### src/rtl/core/svt_pkg.sv
// ----------------------------------------------------------------------------
// svt_pkg: shared types and constants of the sorted value table
// Sizes, request and status codes, cell commands and the word types of
// the request and result ports.
// ----------------------------------------------------------------------------
package svt_pkg;

  // table size and derived widths
  localparam int DEPTH  = 64;
  localparam int IDX_W  = $clog2(DEPTH);
  localparam int CNT_W  = $clog2(DEPTH + 1);
  localparam int GROUP  = 8;
  localparam int NGROUP = (DEPTH + GROUP - 1) / GROUP;

  typedef logic signed [31:0] value_t;
  typedef logic [CNT_W-1:0]   count_t;

  typedef enum logic [1:0] {
    REQ_INSERT     = 2'd0,
    REQ_REMOVE_ONE = 2'd1,
    REQ_REMOVE_ALL = 2'd2,
    REQ_READ       = 2'd3
  } req_e;

  typedef enum logic [1:0] {
    ST_OK        = 2'd0,
    ST_FULL      = 2'd1,
    ST_NOT_FOUND = 2'd2,
    ST_RANGE     = 2'd3
  } status_e;

  // what every cell does in a given cycle
  typedef enum logic [1:0] {
    CELL_HOLD,
    CELL_INSERT,
    CELL_SHIFT
  } cell_cmd_e;

  typedef struct packed {
    logic [1:0]         req_type;
    logic signed [31:0] value;
    logic [5:0]         position;
  } req_t;

  typedef struct packed {
    logic [1:0]         status;
    logic signed [31:0] read_value;
    logic [6:0]         removed_count;
    logic [6:0]         entry_count;
    logic signed [31:0] smallest;
    logic signed [31:0] largest;
  } result_t;

  // count to the 7-bit result field, zero-extended or masked
  function automatic logic [6:0] to_field7(input count_t c);
    logic [CNT_W+6:0] w;
    w = (CNT_W + 7)'(c);
    return w[6:0];
  endfunction

endpackage

### src/rtl/core/svt_cell.sv
// ----------------------------------------------------------------------------
// svt_cell: one slot of the sorted row
// Holds one value and its valid bit, compares it with the request value
// and takes its left or right neighbor's entry when the row shifts.
// ----------------------------------------------------------------------------
module svt_cell (
  input  logic               clk,
  input  logic               rst,
  input  svt_pkg::cell_cmd_e cmd,
  input  svt_pkg::value_t    val,
  input  svt_pkg::value_t    left_entry,
  input  logic               left_valid,
  input  logic               left_lt,
  input  svt_pkg::value_t    right_entry,
  input  logic               right_valid,
  output svt_pkg::value_t    entry,
  output logic               valid,
  output logic               lt,
  output logic               eq
);
  import svt_pkg::*;

  assign lt = valid && (entry < val);
  assign eq = valid && (entry == val);

  always_ff @(posedge clk) begin
    if (rst) begin
      valid <= 1'b0;
    end else begin
      unique case (cmd)
        CELL_INSERT: begin
          // cells past the insert point move one place up
          if (!lt) begin
            entry <= left_lt ? val : left_entry;
            valid <= left_lt ? 1'b1 : left_valid;
          end
        end
        CELL_SHIFT: begin
          // cells from the match on close the gap
          if (!lt) begin
            entry <= right_entry;
            valid <= right_valid;
          end
        end
        default: begin
        end
      endcase
    end
  end

endmodule

### config.mk
export PLATFORM = sky130hd
export DESIGN_NAME = svt_cell
export DESIGN_NICKNAME = d
export VERILOG_FILES = /design/src/rtl/core/svt_pkg.sv /design/src/rtl/core/svt_cell.sv
export SDC_FILE = /design/constraint.sdc
export NUM_CORES = 1
export LEC_CHECK = 0
export BUFFER_PORTS_ARGS = -buffer_cell sky130_fd_sc_hd__buf_4
export CORE_MARGIN = 2
export CORE_UTILIZATION = 40
export CTS_CLUSTER_DIAMETER = 60
export DETAILED_ROUTE_END_ITERATION = 8
export HOLD_SLACK_MARGIN = 0.15
export PLACE_DENSITY_LB_ADDON = 0.08
export SETUP_SLACK_MARGIN = 0.05
export SLEW_MARGIN = 5
export SYNTH_ARGS = -nofsm -noshare
export SYNTH_HDL_FRONTEND = slang
export SYNTH_SLANG_ARGS = --single-unit
### constraint.sdc
create_clock -name clk -period 18.3 [get_ports clk]
set_clock_uncertainty 0.1 [all_clocks]
set_input_delay 1.83 -clock clk [delete_from_list [all_inputs] [get_ports clk]]
set_output_delay 1.83 -clock clk [all_outputs]
set_load 0.05 [all_outputs]
# After elaboration in Yosys (flattened, before gate mapping)
# Index checks and enable logic that the tools add are counted.
# word_totals
register_bits	33
input_bits	103
out_inout_bits	35
# op_classes
order_cmp	1
eq_ne	5
mux	8
bitwise_logic	1
n_reduce_logical	5
# ops
op	count
two-way mux 32 bit	3
one-hot mux 32 bit (2 select lines)	1
equality test 32 bit	1
less-than comparator 32 bit	1
inequality test 2 bit, second input constant	2
AND reduction 4 bit	1
two-way mux 1 bit	3
AND reduction 3 bit	1
equality test 2 x 1 -> 1 bit, second input constant	1
equality test 2 bit, second input constant	1
logical AND 1 bit	2
one-hot mux 1 bit (2 select lines)	1
nonzero test 2 bit	1
NOT 1 bit	1

# Depth between registers and ports, before layout
# logic_depth
depth_word	4
depth_mapped	8
mapped_depth_nobuf	8

# Worst setup path after synthesis
# OpenSTA, ideal clock, no wires.
# synth_timing
kind	in2reg
start	input val[14]
end	register entry[0], enable pin
arrival_ns	6.703
required_time_ns	17.677
slack_ns	10.975
cell_stages	8
path_cell_list	inv_1 -> ha_1 -> nand4_2 -> nor4_2 -> a21bo_2 -> a31oi_4 -> nor4_1 -> a2111oi_1
# synth_via
elab_chain_len	4
word_cells_on_any_way	5
cone_classes	1 x order compare; 2 x eq/ne; 2 x reduce/logical
# synth_lines
element	line_no	source
start: declaration	svt_cell.sv:10	input svt_pkg::value_t val,
less-than comparator 32 bit (*)	svt_cell.sv:23	assign lt = valid && (entry < val);
logical AND 1 bit (*)	svt_cell.sv:23	
inequality test 2 bit (no source line)	n/a	
AND reduction 4 bit (no source line) (*)	n/a	
end signal: assignment	svt_cell.sv:34	entry <= left_lt ? val : left_entry;
end signal: assignment	svt_cell.sv:41	entry <= right_entry;
end: declaration	svt_cell.sv:16	output svt_pkg::value_t entry,
# Every way passes the cells marked *; elsewhere a longest branch is shown, timed or not.
# A chain may end at the register's enable or synchronous reset.

# Worst setup path after layout
# layout_timing
start	input val[30]
end	output lt
# layout_via
elab_chain_len	2
# layout_lines
element	line_no	source
less-than comparator 32 bit	svt_cell.sv:23	
logical AND 1 bit	svt_cell.sv:23	
end: declaration	svt_cell.sv:18	output logic lt,
# Every way passes these cells.

==> impl_results.md <==
- Status: completed
- Synth Cell Area: 2600 um^2
- Worst-path fanout max: 5
- Vias in the first global route: 2484
- Worst path arrival time: 3.67 ns
- Hold crit path type: flip-flop to flip-flop
- CTS tree: done
- RSZ-0062 raised after global routing: no
- HP Start: valid$_SDFFE_PP0P_
- Count leader, synth: nand2_1
- Layout net count: 549
- Area share of the largest cell type after synthesis: 0.370
- Mean Syn Cell Area: 9.42 um^2
- Mux cell area share after synthesis: 0.127
- Final setup viols: 0
- Vias: 2403
- Adder-Cell Fraction of Synth Area: 0.164
- Remaining global-route overflow: 0
- TNS Setup: 0 ns
- Drt wl/cell: 13.4 um
- Largest family of logic cells by synthesized area: adder cells
- Crit-path cells: buf_4 > inv_1 > ha_1 > a21oi_1 > nand2_1 > a221oi_1 > o211ai_2 > nor2_1 > mux2i_1 > buf_4
- R2R setup slack: 15.32 ns
- Hold WS: 0.595 ns
- Chip height: 84.6 um
- Worst VDD drop: 0.0431 mV
- Clock Pin Slew Worst Setup and Hold Paths: 0.07 ns
- Post-layout util: 0.605
- Vias/cell: 4.90
- Total track usage: 0.189
- Sequential element share of the synthesized area: 0.377
- R2r startpoint: entry[31]$_DFFE_PP_
- WP buf/inv: 3
- Final Routed Wirelength: 6590 um
- Dominant synthesized flop cell: edfxtp_1
- IO Port Bufs: 137
- Core ar.: 6310 um^2
- # fillers: 569
- CP Launch Type: primary input
- Top cells by count, synth: nand2_1 (45), inv_1 (35), ha_1 (34)
- Final Max Slew Viols: 0
- Post-Syn Nets: 413
- Clock tree buffer depth: 2
- Antenna viol nets, final: 0
- Slew @ Worst Pin: 0.621 ns
- DRT Pass-1 Iters: 4
- Final hold vios: 0
- PD cells: 64.6 nW/um^2
- Setup Buffers After CTS: 0
- CP most frequent cell: buf_4
- Async set-or-reset flop fraction in the synthesized netlist: 0
- Initial DRC Count: 36
- CTS hold repair buffers: 0
- Dpl hpwl: 5310 um
- Synth Warn #: 0
- CP max-delay cell: a221oi_1
- Final Critical Period: 5.60 ns
- Die W: 84.6 um
- EDFF count, synth: 32
- Register bit total from synthesis: 33
- Ant. Diodes: 0
- Die ar.: 7160 um^2
- Largest net degree at the start of global routing: 68
- Slew HR: 0.586
- CP Launch Point: val[30]
- CP Capture Type: output port
- GP Congestion: 0.730
- Inserted Clock Buffers: 5
- Antenna violations before repair: 0
- Crit share post-route: 0.306
- Layout cells sized above 1: 0.378
- CP required: 16.37 ns
- Syn Inst Count: 276
- Initial Util: 0.412
- DRC: 0
- Critical Setup Path Class: primary input to output port
- CTS-repair resized insts: 0
- First-pass GRT wire length: 11000 um
- Num ports: 138
- Leak: 0.00188 uW
- Max incr delay on CP: 0.35 ns
- Family with the most delay on the worst path: compound AO/OA/AOI/OAI gates
- Top post-synthesis cells by area: edfxtp_1 (37%), ha_1 (16%), mux2i_1 (13%)
- Maximum clock rate: 178 MHz
- CTS Sinks: 33
- Clock Tree Root: clkbuf_8
- Fraction of the mapped netlist area in simple logic gates: 0.128
- Worst-skew pair later-pin latency: 0.28 ns
- XOR/XNOR share of the synthesized area: 0
- Synth Area in Compound Gates: 0.138
- Maxcap violations: 0
- Area growth, synth to finish: 46.9%
- Unique masters post-synth: 34
- H-tree depth: 2
- Area leader, netlist: edfxtp_1
- Rows: 29
metal layers:
metal | wire length [um] | track usage | vias up
met4 | 55 | 0.0390 | 0
met2 | 3220 | 0.337 | 75
met3 | 407 | 0.0413 | 5
met5 | 0 | 0 | -
li1 | - | - | 1250
met1 | 2900 | 0.233 | 1073
area by class of cell:
| cell class | instances | area, um^2 | area share |
|---|---|---|---|
| sequential | 33 | 981 | 0.257 |
| timing repair buffer | 140 | 1050 | 0.275 |
| multi-input combinational | 197 | 1450 | 0.381 |
| inverter | 35 | 131 | 0.0344 |
| clock buffer | 6 | 72.6 | 0.0190 |
| tap | 77 | 96.3 | 0.0252 |
| clock inverter | 2 | 33.8 | 0.00884 |
worst paths after layout:
kind | cells after the start | to
worst min register to register | 3 | valid$_SDFFE_PP0P_
worst max register to register | 8 | entry[11]$_DFFE_PP_
worst min-delay path | 3 | valid$_SDFFE_PP0P_
worst max-delay path | 10 | lt
placed cells by master (no fill, tap or decap), types with 2 or more instances in the layout:
master | synthesis | final
nand4_1 | 2 | 2
o21ai_0 | 3 | 3
edfxtp_1 | 32 | 32
clkbuf_8 | 0 | 5
inv_1 | 35 | 35
nand2_1 | 45 | 45
a21oi_1 | 13 | 13
ha_1 | 34 | 33
o21ai_1 | 32 | 32
a211oi_1 | 2 | 2
buf_4 | 0 | 140
mux2i_1 | 33 | 33
nor4_2 | 2 | 2
nor3_1 | 2 | 2
nand4_2 | 3 | 3
nor2_1 | 9 | 9
flip-flops by register name (all words and copies together) (netlist names):
signal  count
entry      32
valid       1
metrics by stage:
stage / power [uW] / cells / setup slack, ns / cell area, um^2
detailed placement: 182 / 482 / 12.69 / 3710
floorplan: 147 / 276 / 10.97 / 2600
global route: 261 / 490 / 12.58 / 3820
finish: 247 / 490 / 12.70 / 3820
global placement: 181 / 482 / 12.63 / 3710
CTS: 250 / 490 / 12.67 / 3820
cells by family (layout without fill, tap and decap cells):
kind of cell	Yosys count	in the layout
adder cells (fa/ha/maj)	34	34
multiplexers	33	33
flip-flops	33	33
buffers and inverters	46	183
AND/OR/NAND/NOR	70	70
AO/OA/AOI/OAI	60	60
worst reg2reg max path: cells and delay by family, from the launching register on:
kind,cells,cell delay (ns)
compound gates,2,0.61
flops,1,0.39
simple gates,4,0.82
fa+ha+maj,1,0.37
buf+inv,1,0.37
power breakdown:
part,switching [uW],internal (uW),total [uW]
Combinational,48.5,36.4,84.9
Clock,27.5,40.2,67.7
Sequential,3.33,90.9,94.2
Power figures use the tool's default switching activity.
